`src/sv/srfc_pkg.sv`:
```
`timescale 1ns / 1ps
`default_nettype none

package srfc_pkg;

  // Time stamps and windows
  localparam int unsigned TimeBits   = 32;
  localparam int unsigned WinBits    = 16;
  // Field widths
  localparam int unsigned CmdBits    = 3;
  localparam int unsigned PosBits    = 8;
  localparam int unsigned ThrBits    = 7;
  localparam int unsigned SpeedBits  = 10;
  localparam int unsigned MotorBits  = 11;
  // Configuration port
  localparam int unsigned CfgIdxBits  = 3;
  localparam int unsigned CfgDataBits = 16;

  // Reset values of the configuration registers
  localparam logic [WinBits-1:0]   RstReverseTime  = 16'd200;
  localparam logic [ThrBits-1:0]   RstLostTurnThr  = 7'd70;
  localparam logic [ThrBits-1:0]   RstAimThr       = 7'd60;
  localparam logic [SpeedBits-1:0] RstSearchSpeed  = 10'd200;
  localparam logic [SpeedBits-1:0] RstAttackSpeed  = 10'd500;
  localparam logic [SpeedBits-1:0] RstReverseSpeed = 10'd600;
  localparam logic [SpeedBits-1:0] RstReverseSlow  = 10'd300;

  typedef enum logic [CmdBits-1:0] {
    CMD_NONE  = 3'd0,
    CMD_READY = 3'd1,
    CMD_FIGHT = 3'd2,
    CMD_STOP  = 3'd3
  } cmd_e;

  typedef enum logic [CfgIdxBits-1:0] {
    REG_REVERSE_TIME  = 3'd0,
    REG_LOST_TURN_THR = 3'd1,
    REG_AIM_THR       = 3'd2,
    REG_SEARCH_SPEED  = 3'd3,
    REG_ATTACK_SPEED  = 3'd4,
    REG_REVERSE_SPEED = 3'd5,
    REG_REVERSE_SLOW  = 3'd6
  } reg_e;

  typedef enum logic [3:0] {
    MODE_NONE  = 4'b0001,
    MODE_READY = 4'b0010,
    MODE_FIGHT = 4'b0100,
    MODE_STOP  = 4'b1000
  } mode_e;

  typedef struct packed {
    logic [WinBits-1:0]   reverse_time;
    logic [ThrBits-1:0]   lost_turn_thr;
    logic [ThrBits-1:0]   aim_thr;
    logic [SpeedBits-1:0] search_speed;
    logic [SpeedBits-1:0] attack_speed;
    logic [SpeedBits-1:0] reverse_speed;
    logic [SpeedBits-1:0] reverse_slow;
  } cfg_t;

  typedef struct packed {
    logic [CmdBits-1:0]  command;
    logic                border_right;
    logic                border_left;
    logic                target_seen;
    logic [PosBits-1:0]  target_position;
    logic [TimeBits-1:0] time_ms;
  } item_t;

  typedef struct packed {
    mode_e               mode;
    logic [TimeBits-1:0] window_start;
    logic [WinBits-1:0]  window_length;
    logic                reversing;
    logic                line_now;
    logic                line_before;
    logic [PosBits-1:0]  last_position;
  } state_t;

  localparam state_t StateReset = '{
    mode:          MODE_NONE,
    window_start:  '0,
    window_length: '0,
    reversing:     1'b0,
    line_now:      1'b0,
    line_before:   1'b0,
    last_position: '0
  };

endpackage

`default_nettype wire

```
`src/sv/srfc_cfg_regs.sv`:
```
`timescale 1ns / 1ps
`default_nettype none

module srfc_cfg_regs (
  input  wire logic                                clk_i,
  input  wire logic                                rst_ni,
  input  wire logic                                wr_en_i,
  input  wire logic [srfc_pkg::CfgIdxBits-1:0]     wr_index_i,
  input  wire logic [srfc_pkg::CfgDataBits-1:0]    wr_data_i,
  output srfc_pkg::cfg_t                           cfg_o
);

  srfc_pkg::cfg_t cfg_q, cfg_d;

  always_comb begin
    cfg_d = cfg_q;
    if (wr_en_i) begin
      unique case (wr_index_i)
        srfc_pkg::REG_REVERSE_TIME:  cfg_d.reverse_time  = wr_data_i;
        srfc_pkg::REG_LOST_TURN_THR: cfg_d.lost_turn_thr = wr_data_i[srfc_pkg::ThrBits-1:0];
        srfc_pkg::REG_AIM_THR:       cfg_d.aim_thr       = wr_data_i[srfc_pkg::ThrBits-1:0];
        srfc_pkg::REG_SEARCH_SPEED:  cfg_d.search_speed  = wr_data_i[srfc_pkg::SpeedBits-1:0];
        srfc_pkg::REG_ATTACK_SPEED:  cfg_d.attack_speed  = wr_data_i[srfc_pkg::SpeedBits-1:0];
        srfc_pkg::REG_REVERSE_SPEED: cfg_d.reverse_speed = wr_data_i[srfc_pkg::SpeedBits-1:0];
        srfc_pkg::REG_REVERSE_SLOW:  cfg_d.reverse_slow  = wr_data_i[srfc_pkg::SpeedBits-1:0];
        default: ;  // unmapped index, write dropped
      endcase
    end
  end

  always_ff @(posedge clk_i or negedge rst_ni) begin
    if (!rst_ni) begin
      cfg_q.reverse_time  <= srfc_pkg::RstReverseTime;
      cfg_q.lost_turn_thr <= srfc_pkg::RstLostTurnThr;
      cfg_q.aim_thr       <= srfc_pkg::RstAimThr;
      cfg_q.search_speed  <= srfc_pkg::RstSearchSpeed;
      cfg_q.attack_speed  <= srfc_pkg::RstAttackSpeed;
      cfg_q.reverse_speed <= srfc_pkg::RstReverseSpeed;
      cfg_q.reverse_slow  <= srfc_pkg::RstReverseSlow;
    end else begin
      cfg_q <= cfg_d;
    end
  end

  assign cfg_o = cfg_q;

endmodule

`default_nettype wire

```
`src/sv/srfc_step.sv`:
```
`timescale 1ns / 1ps
`default_nettype none

// One control tick: mode decode, border/reverse window, search and attack.
module srfc_step (
  input  wire srfc_pkg::cfg_t                         cfg_i,
  input  wire srfc_pkg::item_t                        item_i,
  input  wire srfc_pkg::state_t                       state_i,
  output srfc_pkg::state_t                            state_o,
  output logic                                        has_result_o,
  output logic signed [srfc_pkg::MotorBits-1:0]       motor_one_o,
  output logic signed [srfc_pkg::MotorBits-1:0]       motor_two_o
);

  logic [srfc_pkg::CmdBits-1:0]           cmd;
  logic                                   border;
  logic [srfc_pkg::TimeBits-1:0]          ws_eff;
  logic [srfc_pkg::TimeBits-1:0]          elapsed;
  logic [srfc_pkg::WinBits-1:0]           wl_eff;
  logic                                   rev_eff;
  logic                                   in_win;
  logic signed [srfc_pkg::MotorBits-1:0]  ss, as, neg_ss, neg_rs, neg_rl;
  logic signed [srfc_pkg::PosBits:0]      pos_x, last_x, lt_x, at_x, neg_at;

  always_comb begin
    ss     = $signed({1'b0, cfg_i.search_speed});
    as     = $signed({1'b0, cfg_i.attack_speed});
    neg_ss = -ss;
    neg_rs = -$signed({1'b0, cfg_i.reverse_speed});
    neg_rl = -$signed({1'b0, cfg_i.reverse_slow});
    pos_x  = $signed({item_i.target_position[srfc_pkg::PosBits-1], item_i.target_position});
    last_x = $signed({state_i.last_position[srfc_pkg::PosBits-1], state_i.last_position});
    lt_x   = $signed({2'b00, cfg_i.lost_turn_thr});
    at_x   = $signed({2'b00, cfg_i.aim_thr});
    neg_at = -at_x;

    border  = item_i.border_right | item_i.border_left;
    ws_eff  = (state_i.line_now != state_i.line_before) ? item_i.time_ms
                                                        : state_i.window_start;
    wl_eff  = border ? cfg_i.reverse_time : state_i.window_length;
    rev_eff = border | state_i.reversing;
    elapsed = item_i.time_ms - ws_eff;
    in_win  = elapsed < {{(srfc_pkg::TimeBits-srfc_pkg::WinBits){1'b0}}, wl_eff};

    state_o      = state_i;
    has_result_o = 1'b0;
    motor_one_o  = '0;
    motor_two_o  = '0;

    // Fight is latched against none and ready
    cmd = item_i.command;
    if (state_i.mode == srfc_pkg::MODE_FIGHT &&
        (cmd == srfc_pkg::CMD_NONE || cmd == srfc_pkg::CMD_READY)) begin
      cmd = srfc_pkg::CMD_FIGHT;
    end

    unique case (cmd)
      srfc_pkg::CMD_READY: begin
        state_o.window_start = item_i.time_ms;
        state_o.mode         = srfc_pkg::MODE_READY;
      end
      srfc_pkg::CMD_STOP: begin
        state_o.window_length = '0;
        state_o.reversing     = 1'b0;
        state_o.mode          = srfc_pkg::MODE_STOP;
        state_o.window_start  = item_i.time_ms;
        has_result_o          = 1'b1;
      end
      srfc_pkg::CMD_FIGHT: begin
        state_o.window_start = ws_eff;
        state_o.line_before  = state_i.line_now;
        state_o.line_now     = border;
        if (in_win) begin
          state_o.window_length = wl_eff;
          state_o.reversing     = rev_eff;
          motor_one_o = neg_rs;
          motor_two_o = (item_i.border_right != item_i.border_left) ? neg_rl : neg_rs;
        end else begin
          state_o.window_length = '0;
          state_o.reversing     = 1'b0;
        end
        if (!state_o.reversing) begin
          if (!item_i.target_seen) begin
            // spin toward the side the target was last seen on
            if (last_x > lt_x) begin
              motor_one_o = neg_ss;
              motor_two_o = ss;
            end else begin
              motor_one_o = ss;
              motor_two_o = neg_ss;
            end
          end else begin
            if (pos_x < neg_at) begin
              motor_one_o = as;
              motor_two_o = neg_ss;
            end else if (pos_x > at_x) begin
              motor_one_o = neg_ss;
              motor_two_o = as;
            end else begin
              motor_one_o = as;
              motor_two_o = as;
            end
            state_o.last_position = item_i.target_position;
          end
        end
        state_o.mode = srfc_pkg::MODE_FIGHT;
        has_result_o = 1'b1;
      end
      default: begin
        // none outside fight, and the unassigned codes
        state_o.window_start = item_i.time_ms;
      end
    endcase
  end

endmodule

`default_nettype wire

```
`src/sv/sumo_robot_fight_controller_top.sv`:
```
`timescale 1ns / 1ps
`default_nettype none

// Sumo robot fight controller.
// Input channel (in_valid_i / in_ready_o): one beat per control tick with the
// remote command, both border flags, target seen flag, bearing and ms time.
// Output channel (out_valid_o / out_ready_i): one beat with both signed motor
// speeds for each fight or stop tick; outside fight mode ready and none, and
// unassigned commands always, update state but produce no beat.
// Config channel (cfg_valid_i / cfg_ready_o): register index and data, always
// accepted; write only while no tick is in flight.
// Path: a result reaches the output register from the input register through
// one compare-and-select pass, and waits in the input register while the
// output register is held.
// Throughput: one tick per cycle while the receiver takes beats, set by the
// combinational state update between the two registers.
// Receiver stall: the output register holds its beat; the input register
// takes one more tick, then in_ready_o drops until the output beat leaves.
// Reset: mode goes to none, window and border history clear, config
// registers return to their defaults, both channels empty.
module sumo_robot_fight_controller_top (
  input  wire logic                                    clk_i,
  input  wire logic                                    rst_ni,
  // tick input
  input  wire logic                                    in_valid_i,
  output logic                                         in_ready_o,
  input  wire logic [srfc_pkg::CmdBits-1:0]            command_i,
  input  wire logic                                    border_right_i,
  input  wire logic                                    border_left_i,
  input  wire logic                                    target_seen_i,
  input  wire logic signed [srfc_pkg::PosBits-1:0]     target_position_i,
  input  wire logic [srfc_pkg::TimeBits-1:0]           time_ms_i,
  // drive output
  output logic                                         out_valid_o,
  input  wire logic                                    out_ready_i,
  output logic signed [srfc_pkg::MotorBits-1:0]        motor_one_speed_o,
  output logic signed [srfc_pkg::MotorBits-1:0]        motor_two_speed_o,
  // config writes
  input  wire logic                                    cfg_valid_i,
  output logic                                         cfg_ready_o,
  input  wire logic [srfc_pkg::CfgIdxBits-1:0]         cfg_index_i,
  input  wire logic [srfc_pkg::CfgDataBits-1:0]        cfg_data_i
);

  srfc_pkg::cfg_t   cfg;
  srfc_pkg::item_t  item_q;
  srfc_pkg::state_t state_q, state_d;
  logic             item_valid_q;
  logic             out_free, item_fire, in_fire;
  logic             has_result;
  logic signed [srfc_pkg::MotorBits-1:0] m1_d, m2_d, m1_q, m2_q;
  logic             out_valid_q;

  // Config port never stalls
  assign cfg_ready_o = 1'b1;

  srfc_cfg_regs u_cfg (
    .clk_i      (clk_i),
    .rst_ni     (rst_ni),
    .wr_en_i    (cfg_valid_i),
    .wr_index_i (cfg_index_i),
    .wr_data_i  (cfg_data_i),
    .cfg_o      (cfg)
  );

  // Output register is free when empty or draining this cycle
  assign out_free   = !out_valid_q || out_ready_i;
  assign item_fire  = item_valid_q && out_free;
  assign in_ready_o = !item_valid_q || out_free;
  assign in_fire    = in_valid_i && in_ready_o;

  // Input register: payload needs no reset
  always_ff @(posedge clk_i or negedge rst_ni) begin
    if (!rst_ni) begin
      item_valid_q <= 1'b0;
    end else if (in_ready_o) begin
      item_valid_q <= in_valid_i;
    end
  end

  always_ff @(posedge clk_i) begin
    if (in_fire) begin
      item_q.command         <= command_i;
      item_q.border_right    <= border_right_i;
      item_q.border_left     <= border_left_i;
      item_q.target_seen     <= target_seen_i;
      item_q.target_position <= target_position_i;
      item_q.time_ms         <= time_ms_i;
    end
  end

  srfc_step u_step (
    .cfg_i        (cfg),
    .item_i       (item_q),
    .state_i      (state_q),
    .state_o      (state_d),
    .has_result_o (has_result),
    .motor_one_o  (m1_d),
    .motor_two_o  (m2_d)
  );

  // Controller state moves once per processed tick
  always_ff @(posedge clk_i or negedge rst_ni) begin
    if (!rst_ni) begin
      state_q <= srfc_pkg::StateReset;
    end else if (item_fire) begin
      state_q <= state_d;
    end
  end

  // Output register
  always_ff @(posedge clk_i or negedge rst_ni) begin
    if (!rst_ni) begin
      out_valid_q <= 1'b0;
    end else if (out_free) begin
      out_valid_q <= item_fire && has_result;
    end
  end

  always_ff @(posedge clk_i) begin
    if (item_fire && has_result) begin
      m1_q <= m1_d;
      m2_q <= m2_d;
    end
  end

  assign out_valid_o       = out_valid_q;
  assign motor_one_speed_o = m1_q;
  assign motor_two_speed_o = m2_q;

endmodule

`default_nettype wire

```
`config.mk`:
```
export PLATFORM = sky130hd
export DESIGN_NAME = sumo_robot_fight_controller_top
export DESIGN_NICKNAME = d
export VERILOG_FILES = /design/src/sv/srfc_pkg.sv /design/src/sv/srfc_cfg_regs.sv /design/src/sv/srfc_step.sv /design/src/sv/sumo_robot_fight_controller_top.sv
export SDC_FILE = /design/constraint.sdc
export NUM_CORES = 1
export LEC_CHECK = 0
export BUFFER_PORTS_ARGS = -buffer_cell sky130_fd_sc_hd__buf_2
export CAP_MARGIN = 10
export CORE_MARGIN = 2
export CORE_UTILIZATION = 45
export DETAILED_ROUTE_END_ITERATION = 8
export GPL_TIMING_DRIVEN = 0
export PLACE_DENSITY = 0.62
export SLEW_MARGIN = 10
export SYNTH_ARGS = -nofsm -noshare
export SYNTH_HDL_FRONTEND = slang
export SYNTH_SLANG_ARGS = --single-unit
```
`constraint.sdc`:
```
create_clock -name clk_i -period 11.9 [get_ports clk_i]
set_input_delay 2.975 -clock clk_i [delete_from_list [all_inputs] [get_ports clk_i]]
set_output_delay 2.975 -clock clk_i [all_outputs]
set_load 0.05 [all_outputs]
```
==> results of run 1 <==
## flip-flops by register name, summed over array words and instances (netlist names)
| name | cells |
|---|---|
| u_cfg.cfg_o | 70 |
| state_q | 63 |
| item_q | 46 |
| motor_one_speed_o | 11 |
| motor_two_speed_o | 11 |
| item_valid_q | 1 |
| out_valid_o | 1 |
## through the flow
stage | utilization | hold slack, ns
3_5_place_dp | 0.494 | 0.471
5_1_grt | 0.526 | 0.511
3_3_place_gp | 0.492 | 0.463
2_1_floorplan | - | 0.450
6_report | 0.526 | 0.482
4_1_cts | 0.526 | 0.484
## logic make-up (layout without fill, tap and decap cells)
kind of cell | Yosys count | in the layout
compound gates | 277 | 277
fa+ha+maj | 69 | 69
xor+xnor | 55 | 55
flops | 203 | 203
mux | 159 | 159
buf+inv | 113 | 255
other cells | 1 | 1
simple gates | 390 | 390
## final timing paths
path | startpoint | to | slack (ns) | cells after the start
max | state_q[8]$_DFFE_PN0P_ | motor_one_speed_o[1]$_SDFFCE_PN0P_ | 4.28 | 22
min | state_q[26]$_DFFE_PN0P_ | state_q[26]$_DFFE_PN0P_ | 0.48 | 2
max reg2reg | state_q[8]$_DFFE_PN0P_ | motor_one_speed_o[1]$_SDFFCE_PN0P_ | 4.28 | 22
min reg2reg | state_q[26]$_DFFE_PN0P_ | state_q[26]$_DFFE_PN0P_ | 0.48 | 2
max in group asynchronous | rst_ni | u_cfg.cfg_o[28]$_DFFE_PN1P_ | 8.69 | 2
min in group asynchronous | rst_ni | state_q[58]$_DFFE_PN0P_ | 2.37 | 1
## routing by layer
layer | share of wire | wire, um
met1 | 0.46 | 14800
met2 | 0.47 | 15500
met3 | 0.040 | 1290
met4 | 0.030 | 983
met5 | 0 | 0
## cells in the final DEF (no fill, tap or decap), drive strengths merged, types with 7 or more instances in the layout
cell type and instances:
a21oi 59, mux2 93, o211ai 14, xor2 21, and2 14, dfstp 28
dfrtp 107, clkbuf 83, o2111ai 11, buf 108, nand2 135, nor4 17
a211oi 11, a31o 17, nand2b 26, ha 64, nand3 28, inv 52
edfxtp 68, mux2i 66, nor2b 14, nand4 15, o21a 14, a21o 7
clkinv 8, and3 7, or3 11, nor2 72, o21ai 77, nor3 26
xnor2 34
## worst max-delay path, cell delays in order (launching register included)
cell	delay, ns
dfrtp_1	0.45
xor2_2	0.56
buf_6	0.23
clkbuf_1	0.57
mux2i_1	0.26
ha_1	0.25
clkbuf_1	0.22
and3b_1	0.25
a2111oi_0	0.40
o31a_1	0.27
nor3_1	0.10
a211oi_1	0.64
xnor2_1	0.21
ha_1	0.35
a21o_1	0.19
a221oi_1	0.26
o2111ai_1	0.18
nor4_2	0.42
o2111ai_2	0.36
nor4b_2	0.32
nand3_1	0.27
buf_6	0.26
mux2_4	0.31
## area by class of cell
type	count	area, um2	share of cell area
repair buffers	96	524	0.0357
well taps	378	473	0.0322
multi-input cells	951	6870	0.469
clock inverters	14	168	0.0114
flip-flops and latches	203	5460	0.372
plain buffers	63	263	0.0179
clock buffers	32	724	0.0494
inverters	50	188	0.0128
## power by group through the flow
stage | sequential, W | combinational, W | clock [W]
2_1_floorplan | 0.000930 | 0.00113 | 0
3_3_place_gp | 0.000937 | 0.00149 | 0
3_5_place_dp | 0.000940 | 0.00151 | 0
4_1_cts | 0.000928 | 0.00152 | 0.000826
5_1_grt | 0.000944 | 0.00171 | 0.000853
6_report | 0.000928 | 0.00153 | 0.000808
==> results.md, run 1 <==
- Worst Tran Pin Value: between 1 and 1.5 ns
- Met2 usage: 0.385
- Adder-Cell Fraction of Synth Area: 0.0666
- Layout cells sized above 1: 0.213
- Initial antenna violation count: 0
- Crit Path Category: flip-flop to flip-flop
- Htree depth: 1
- CP max FO: 10
- Async SR Flop Fraction: 0.665
- Die Ht: approximately 170 um
- CTS resizes: 0
- Slew Limit Fails: 0
- Final #Nets: approximately 1500
- Setup Buffers After CTS: 0
- GR peak layer: met2
- Worst Skew: 0.0200 ns
- Synth Area in Simple Gates: 0.151
- Total grt overflow: 0
- Die area: 29700 um2
- Synth Area in XOR/XNOR: 0.0389
- Register area share after synthesis: 0.427
- Synth top area share: 0.210
- Antenna Nets Post-Route: 0
- Psw: 0.00132 W
- Iter 0 DRT Violations: 549
- Setup WS post-layout: 4.28 ns
- Crit end category: flip-flop
- CORE AREA: 27900 um2
- CP Launch Type: flip-flop
- Power Internal: 0.00194 W
- Total of max-cap violations: 0
- Chip width: 172 um
- Post-Synthesis Cell Area: 12800 um2
- Worst-path clk slew: 0.06 ns
- Clock power frac: 0.247
- Mux contribution to synthesized area: 0.135
- Yosys Warn Count: 0
- Overall Global Routing Usage: 0.225
- Net Sw Frac: 0.405
- I/O Buffers: 93
- VDD IR-drop max: around 0.00014 V
- Met1 usage: 0.295
- Ports: 95
- # setup viols final: 0
- First-pass GRT wire length: 52500 um
- CP required: ~12 ns
- Placed cells: 1741
- Min Tclk post-route: approximately 7.6 ns
- Post-Syn Nets: about 1400
- Final Instance Area: 14700 um2
- Tcrit/Tclk final: 0.640
- Gate power share: 0.468
- DRC: 0
- RSZ-0062 raised after global routing: false
- Ant diodes: 0
- Post-Syn Instances: 1267
- Synth top area cells: dfrtp_1 21%, edfxtp_1 16%, mux2_2 7.7%
- Vias/cell: roughly 5.6
- Final Non-Filler Cells: 1787
- Setup Slack @ Placement: 4.43 ns
- Synth unique cells: 87
- Top cells by count, synth: 135 x nand2_1, 107 x dfrtp_1, 87 x mux2_2
- Number of global-route vias before repair: 9925
- Largest family of logic cells by synthesized area: simple AND/OR/NAND/NOR gates
- Pwr/cell area: 223 nW/um2
- Max clock buf depth: 3
- Final HPWL DP: 24600 um
- Total power: 0.00327 W
- Ys flop type: dfrtp_1
- Synth Area in Compound Gates: 0.146
- GR Layer Usage met3: 0.0316
- CTS Hold Buffers Added: 0
- GPL Wtd Cong: 0.929
- TritonRoute pass-1 iters: 5
- Hold violation count in the final report: 0
- Syn Area/Cell: 10.1 um2
- Setup TNS: 0 ns
- Pleak: 6.07 nW
- Placement Cell Area: 13800 um2
- CTS tree: done
- Cell row count: 61
- Post-DR wirelength/cell: roughly 18 um
- Achievable Freq: 131 MHz
- Seq cells post-synth: between 200 and 250
- Clock Sinks: 203
- Initial Utilization: 0.458
- Later-pin clock latency in the skew report: 0.55 ns
- Clk root buf: clkbuf_16
- # fillers: 2591
- Area Overhead vs Synth: 14.9%
- Number of synthesized flops with an enable pin: 68
- Worst min-delay path category: flip-flop to flip-flop
- Cell with the most instances after synthesis: nand2_1
- Synth area leader: dfrtp_1
- Slew headroom: 0.224
- CTS buffer count: 25
- WL final: between 30000 and 40000 um
- Detailed-route via count: 10100
- Largest net degree at the start of global routing: 87
- CP arrival: 7.91 ns
- Status: finished, final reports clean
- Reg power frac: 0.284
(Power assumes the default switching activity.)
==> run 2: changes to the inputs <==
PLACE_DENSITY = 0.64   (was 0.62)
clock period = 7 ns   (was 11.9 ns; I/O delays follow)
==> results.md, run 2 (synthesis gave the netlist of run 1 again) <==
- Status: finished, final reports clean
- CP required: 7.29 ns (-4.90 ns)
- Worst Tran Pin Value: 1.22 ns (+0.0692 ns)
- # fillers: 2581 (-0.39%)
- DR WL met2: 15300 um (-0.98%)
- Total grt overflow: 0 (unchanged)
- Placed cells: 1741 (unchanged)
- Detailed-route via count: 10100 (+0.089%)
- Ant diodes: 0 (unchanged)
- Die area: 29700 um2 (unchanged)
- Hold violation count in the final report: 0 (unchanged)
- Hold path cells: 2 (unchanged)
- Met1 wire length: 14900 um (about the same)
- Chip width: 172 um (unchanged)
- CP Launch Type: flip-flop
- Commonest non-fill, non-tap cells in the layout: 135 x nand2_1, 106 x dfrtp_1, 99 x buf_2
- Worst R2R End: motor_one_speed_o[1]$_SDFFCE_PN0P_
- Max clock buf depth: 3 (unchanged)
- Met3 WL: 1340 um (+3.6%)
- Final HPWL DP: 24600 um (about the same)
- Largest net degree at the start of global routing: 88 (+1.1%)
- Post-DR wirelength/cell: 18.2 um (-0.16%)
- Htree depth: 1 (unchanged)
- Worst hold endpoint: state_q[15]$_DFFE_PN0P_
- Achievable Freq: 151 MHz (+15%)
- Antenna Nets Post-Route: 0 (unchanged)
- Reg2Reg Launch Point: state_q[9]$_DFFE_PN0P_
- Reg area: 5460 um2 (about the same)
- CP max FO: 10 (unchanged)
- Initial antenna violation count: 0 (unchanged)
- Crit Path Category: flip-flop to flip-flop
- Hold Startpoint: state_q[15]$_DFFE_PN0P_
- Pleak: 6.08 nW (+0.14%)
- CP arrival: 6.91 ns (-1.00 ns)
- Number of global-route vias before repair: 10000 (+0.90%)
- Total of max-cap violations: 0 (unchanged)
- Die Ht: 172 um (unchanged)
- WL final: 32600 um (-0.10%)
- Area of the multi-input gates: 6940 um2 (+1.0%)
- Final #Nets: 1525 (+0.066%)
- Slew headroom: 0.178 (-0.0465)
- Iter 0 DRT Violations: 685 (+25%)
- Later-pin clock latency in the skew report: 0.54 ns (about the same)
- CTS buffer count: 25 (unchanged)
- Layout cells sized above 1: 0.216 (+0.00340)
- Ports: 95 (unchanged)
- CORE AREA: 27900 um2 (unchanged)
- Vias/cell: 5.64 (about the same)
- Clock Sinks: 203 (unchanged)
- Max layer used: met4
- Clk root buf: clkbuf_16
- First-pass GRT wire length: 53000 um (+0.97%)
- Final Non-Filler Cells: 1788 (+0.056%)
- Pwr/cell area: 380 nW/um2 (+71%)
- Initial Utilization: 0.458 (unchanged)
- Tcrit/Tclk final: 0.946 (+0.306)
- Setup TNS: 0 ns (unchanged)
- I/O Buffers: 93 (unchanged)
- Worst R2R Path Depth: 22 (unchanged)
- Cell row count: 61 (unchanged)
- R2r setup slk: 0.38 ns (-3.90 ns)
- Slew Limit Fails: 0 (unchanged)
- Worst min-delay path category: flip-flop to flip-flop
- GPL Wtd Cong: 0.920 (-0.97%)
- Overall Global Routing Usage: 0.226 (+0.00139)
- Max reg flops: 70 (unchanged)
- Worst-path clk slew: 0.06 ns (about the same)
- DRC: 0 (unchanged)
- # setup viols final: 0 (unchanged)
- Crit end category: flip-flop
- CTS Hold Buffers Added: 0 (unchanged)
- Min Tclk post-route: 6.62 ns (-0.998 ns)
- Worst Skew: 0.0224 ns (+0.00235 ns)
- Area Overhead vs Synth: 15.3%
- Commonest non-fill, non-tap cell in the layout: nand2_1
- TritonRoute pass-1 iters: 6 (+1)
- VDD IR-drop max: 0.000261 V (+81%)
- CTS tree: done
==> run 2: through the flow <==
stage / power, W / cell area (um2) / worst slack (ns) / utilization / hold slack (ns)
6_report: 0.00559 / 14700 / 0.379 / 0.528 / 0.482
4_1_cts: 0.00556 / 14700 / 0.0227 / 0.526 / 0.488
3_5_place_dp: 0.00417 / 13800 / -0.651 / 0.494 / 0.475
5_1_grt: 0.00600 / 14700 / -0.0219 / 0.528 / 0.512
3_3_place_gp: 0.00412 / 13700 / -0.585 / 0.492 / 0.463
2_1_floorplan: 0.00350 / 12800 / 1.17 / - / 0.450
==> run 2: critical path: stages (launching register included) <==
cell and delay (ns):
dfrtp_2 0.49, xnor2_4 0.33, buf_2 0.29, buf_2 0.27, clkbuf_4 0.32, mux2i_1 0.11
ha_1 0.28, clkbuf_1 0.34, o21ai_1 0.18, o31ai_2 0.43, a21oi_1 0.10, xnor2_1 0.16
ha_1 0.33, a21o_1 0.18, a21o_1 0.20, a221oi_1 0.25, o2111ai_1 0.23, nor4_4 0.42
o2111ai_4 0.27, nor4b_2 0.27, nand3_1 0.29, buf_6 0.27, mux2_4 0.32
==> run 2: worst max path at each step <==
| stage | slack [ns] | startpoint | endpoint | depth (start not counted) |
|---|---|---|---|---|
| floorplan | 1.17 | state_q[8]$_DFFE_PN0P_ | motor_one_speed_o[1]$_SDFFCE_PN0P_ | 22 |
| global placement | -0.59 | state_q[8]$_DFFE_PN0P_ | motor_one_speed_o[1]$_SDFFCE_PN0P_ | 21 |
| detailed placement | -0.65 | state_q[8]$_DFFE_PN0P_ | motor_one_speed_o[1]$_SDFFCE_PN0P_ | 22 |
| CTS | 0.02 | state_q[9]$_DFFE_PN0P_ | motor_one_speed_o[1]$_SDFFCE_PN0P_ | 22 |
| global route | -0.02 | state_q[8]$_DFFE_PN0P_ | motor_one_speed_o[1]$_SDFFCE_PN0P_ | 26 |
| finish | 0.38 | state_q[9]$_DFFE_PN0P_ | motor_one_speed_o[1]$_SDFFCE_PN0P_ | 22 |
==> run 2: final cells by class <==
class / count / area share
multi-input cells: 951 / 0.472
flip-flops and latches: 203 / 0.371
clock buffers: 38 / 0.0492
repair buffers: 98 / 0.0366
well taps: 378 / 0.0321
plain buffers: 62 / 0.0179
inverters: 50 / 0.0128
clock inverters: 8 / 0.00910
==> run 2: metal layers <==
layer  vias to the layer above  global-route usage
li1                       4880                   -
met1                      4906               0.309
met2                       231               0.376
met3                        63              0.0270
met4                         0              0.0698
met5                         -                   0
==> run 2: report_power, final <==
group | switching [W] | internal, W | total, W
Combinational | 0.00161 | 0.00106 | 0.00267
Clock | 0.000514 | 0.000827 | 0.00134
Sequential | 0.000150 | 0.00144 | 0.00159
Total | 0.00227 | 0.00332 | 0.00559
==> run 2: timing repair <==
action                                  in CTS  in global routing
endpoints found under the setup margin      31                 31
pin swaps                                    1                  3
gates resized for setup                      6                  8
endpoints found under the hold margin        0                  0
setup buffers                                0                  2
==> run 3: changes to the inputs <==
SYNTH_HIERARCHICAL = 1   (was default)
==> results.md, run 3 <==
- Antenna Nets Post-Route: 0 (unchanged)
- Top cells by count, synth: 107 x dfrtp_1, 97 x mux2_2, 86 x nor2_1
- Later-pin clock latency in the skew report: 0.56 ns (+0.02 ns)
- Number of synthesized flops with an enable pin: 68 (unchanged)
- Seq cells post-synth: 203 (unchanged)
- DRC: 0 (unchanged)
- Yosys Warn Count: 6 (+6)
- Chip width: 179 um (+3.7%)
- Post-Syn Nets: 1447 (+3.3%)
- Largest family of logic cells by synthesized area: multiplexers
- First-pass GRT wire length: 59100 um (+12%)
- Commonest non-fill, non-tap cell in the layout: dfrtp_1
- Net Sw Frac: 0.439 (+0.0328)
- Cell with the most instances after synthesis: dfrtp_1
- CP max FO: 10 (unchanged)
- Crit path top cell by count: buf_4
- Tcrit/Tclk final: 0.964 (+0.0182)
- CP arrival: 7.09 ns (+0.18 ns)
- Largest net degree at the start of global routing: 87 (-1.1%)
- Hold WS: 0.507 ns (+0.0253 ns)
- Clock Sinks: 203 (unchanged)
- Synth area leader: dfrtp_1
- Number of global-route vias before repair: 10500 (+5.1%)
- WL final: 37900 um (+16%)
- GPL Wtd Cong: 0.905 (-1.7%)
- Final Util: 0.522 (-0.00655)
- CP Launch Type: flip-flop
- Status: finished, final reports clean
- Worst Tran Pin Value: 0.919 ns (-0.306 ns)
- Reg power frac: 0.240 (-0.044)
- Gate power share: 0.571 (+0.094)
- CP required: 7.34 ns (+0.05 ns)
- Htree depth: 1 (unchanged)
- Max clock buf depth: 3 (unchanged)
- Async SR Flop Fraction: 0.665 (unchanged)
- Achievable Freq: 148 MHz (-1.9%)
- # setup viols final: 0 (unchanged)
- Ports: 95 (unchanged)
- Detailed-route via count: 10800 (+7.2%)
- Hold violation count in the final report: 0 (unchanged)
- I/O Buffers: 93 (unchanged)
- Placed cells: 1805 (+3.7%)
- Total of max-cap violations: 0 (unchanged)
- Layout cells sized above 1: 0.270 (+0.0536)
- Synth top area cells: dfrtp_1 19%, edfxtp_1 15%, mux2_2 7.9%
- Post-DR wirelength/cell: 20.4 um (+12%)
- Syn Area/Cell: 10.5 um2 (+4.0%)
- Max reg flops: 70 (unchanged)
- Ys flop type: dfrtp_1
- Commonest non-fill, non-tap cells in the layout: 105 x dfrtp_1, 98 x buf_2, 97 x mux2_2
- Register area share after synthesis: 0.396 (-0.0309)
- Synth Area in Simple Gates: 0.149 (-0.00173)
- Die Ht: 179 um (+3.7%)
- Total grt overflow: 0 (unchanged)
- Vias/cell: 5.82 (+3.2%)
- Clk root buf: clkbuf_16
- Synth top area share: 0.194 (-0.0152)
- Iter 0 DRT Violations: 785 (+15%)
- VDD IR-drop max: 0.000219 V (-16%)
- CTS tree: done
- Psw: 0.00316 W (+39%)
- TritonRoute pass-1 iters: 7 (+1)
- Final #Nets: 1576 (+3.3%)
- Total power: 0.00719 W (+28%)
- Worst min-delay path category: flip-flop to flip-flop
- Cell row count: 64 (+4.9%)
- Crit-path max cell delay: 0.50 ns (about the same)
- Initial Utilization: 0.454 (-0.00477)
- # fillers: 2744 (+6.3%)
- Final HPWL DP: 28000 um (+14%)
- Post-Syn Instances: 1313 (+3.6%)
- RSZ-0062 raised after global routing: false
- CTS buffer count: 24 (-4.0%)
- Final Non-Filler Cells: 1857 (+3.9%)
- Pleak: 6.59 nW (+8.5%)
- Setup WS post-layout: 0.251 ns (-0.128 ns)
- CORE AREA: 30300 um2 (+8.9%)
- Min Tclk post-route: 6.75 ns (+0.128 ns)
- Overall Global Routing Usage: 0.239 (+0.0130)
- Power Internal: 0.00403 W (+21%)
- Worst Skew: 0.0209 ns (-0.00142 ns)
- Pwr/cell area: 454 nW/um2 (+19%)
- CP max stage cell: dfrtp_2
- Area Overhead vs Synth: 15.0%
- Die area: 32000 um2 (+7.6%)
- Mux contribution to synthesized area: 0.193 (+0.0576)
- Slew headroom: 0.388 (+0.210)
- Crit Path Category: flip-flop to flip-flop
- Synth Area in XOR/XNOR: 0.0329 (-0.00600)
- Worst-path clk slew: 0.06 ns (about the same)
- Slew Limit Fails: 0 (unchanged)
- Initial antenna violation count: 1 (+1)
- Setup Slack @ Placement: -1.58 ns (-0.929 ns)
- Clock power frac: 0.188 (-0.052)
- Synth Area in Compound Gates: 0.133 (-0.0130)
- Synth unique cells: 89 (+2.3%)
- Crit end category: flip-flop
- Adder-Cell Fraction of Synth Area: 0.0626 (-0.00401)
- Post-Synthesis Cell Area: 13800 um2 (+7.8%)
[run 3: cell count changes in the layout (fill, tap and decap cells not counted), sizes merged, moves of 9 or more]
cell    delta
a21o      +10
a21oi     +11
a31o      -11
buf       +21
clkbuf    -31
mux2      +64
nand2     -53
nor2      +15
nor3      +18
o21ai     -11
or3        +9
[run 3: layout make-up]
| type | instances | area, um2 | area share |
|---|---|---|---|
| Clock buffer | 27 | 622 | 0.0393 |
| Buffer | 57 | 313 | 0.0198 |
| Timing Repair Buffer | 104 | 598 | 0.0378 |
| Inverter | 45 | 169 | 0.0107 |
| Antenna cell | 1 | 2.50 | 0.000158 |
| Multi-Input combinational cell | 1007 | 7950 | 0.502 |
| Clock inverter | 17 | 233 | 0.0147 |
| Sequential cell | 203 | 5460 | 0.345 |
| Tap cell | 396 | 495 | 0.0313 |
[run 3: what timing repair did]
item,in CTS,in global routing
hold buffers,0,0
gates resized for setup,19,18
setup buffers,3,5
pin swaps,3,6
endpoints found under the setup margin,47,47
[run 3: cells by family after synthesis]
| kind of cell | Yosys count |
|---|---|
| DFF | 203 |
| buffers and inverters | 103 |
| other | 1 |
| AOI/OAI and AO/OA | 277 |
| adders and majority gates | 70 |
| xor gates and xnor gates | 50 |
| muxes | 223 |
| and+or+nand+nor | 386 |
[run 3: routing by layer]
metal | routed length [um] | up-vias | track usage | share of wire
met3 | 1990 | 55 | 0.0335 | 0.053
met2 | 17600 | 321 | 0.393 | 0.46
met4 | 1100 | 0 | 0.0681 | 0.029
met5 | 0 | - | 0 | 0
li1 | - | 5170 | - | -
met1 | 17200 | 5255 | 0.328 | 0.45
[run 3: path summary, 6_finish.rpt]
kind	start	endpoint	slack, ns	cells past startpoint
worst max-delay path	state_q[9]$_DFFE_PN0P_	motor_two_speed_o[3]$_DFFE_PP_	0.25	25
worst min-delay path	u_cfg/cfg_o[68]$_DFFE_PN0P_	u_cfg/cfg_o[68]$_DFFE_PN0P_	0.51	1
worst max register to register	state_q[9]$_DFFE_PN0P_	motor_two_speed_o[3]$_DFFE_PP_	0.25	25
worst min register to register	u_cfg/cfg_o[68]$_DFFE_PN0P_	u_cfg/cfg_o[68]$_DFFE_PN0P_	0.51	1
max in group asynchronous	rst_ni	u_cfg/cfg_o[33]$_DFFE_PN1P_	5.10	2
min in group asynchronous	rst_ni	u_cfg/cfg_o[9]$_DFFE_PN0P_	1.11	1
[run 3: worst max-delay path: cells and delay by family (launching register included)]
kind | cells | cell delay, ns
simple gates | 9 | 1.86
buf+inv | 5 | 1.38
compound gates | 5 | 1.23
mux | 2 | 0.62
flops | 1 | 0.50
xor+xnor | 2 | 0.49
fa+ha+maj | 2 | 0.41
[run 3: stage by stage]
| stage | area [um2] | setup TNS (ns) |
|---|---|---|
| floorplan | 13800 | 0 |
| global placement | 14700 | -56.51 |
| detailed placement | 14800 | -57.63 |
| CTS | 15700 | 0 |
| global route | 15800 | 0 |
| finish | 15800 | 0 |
[run 3: power groups by stage]
stage	logic [W]	registers (W)	clock network (W)
floorplan	0.00292	0.00172	0
global placement	0.00388	0.00172	0
detailed placement	0.00394	0.00173	0
CTS	0.00401	0.00172	0.00139
global route	0.00453	0.00177	0.00143
finish	0.00410	0.00173	0.00135
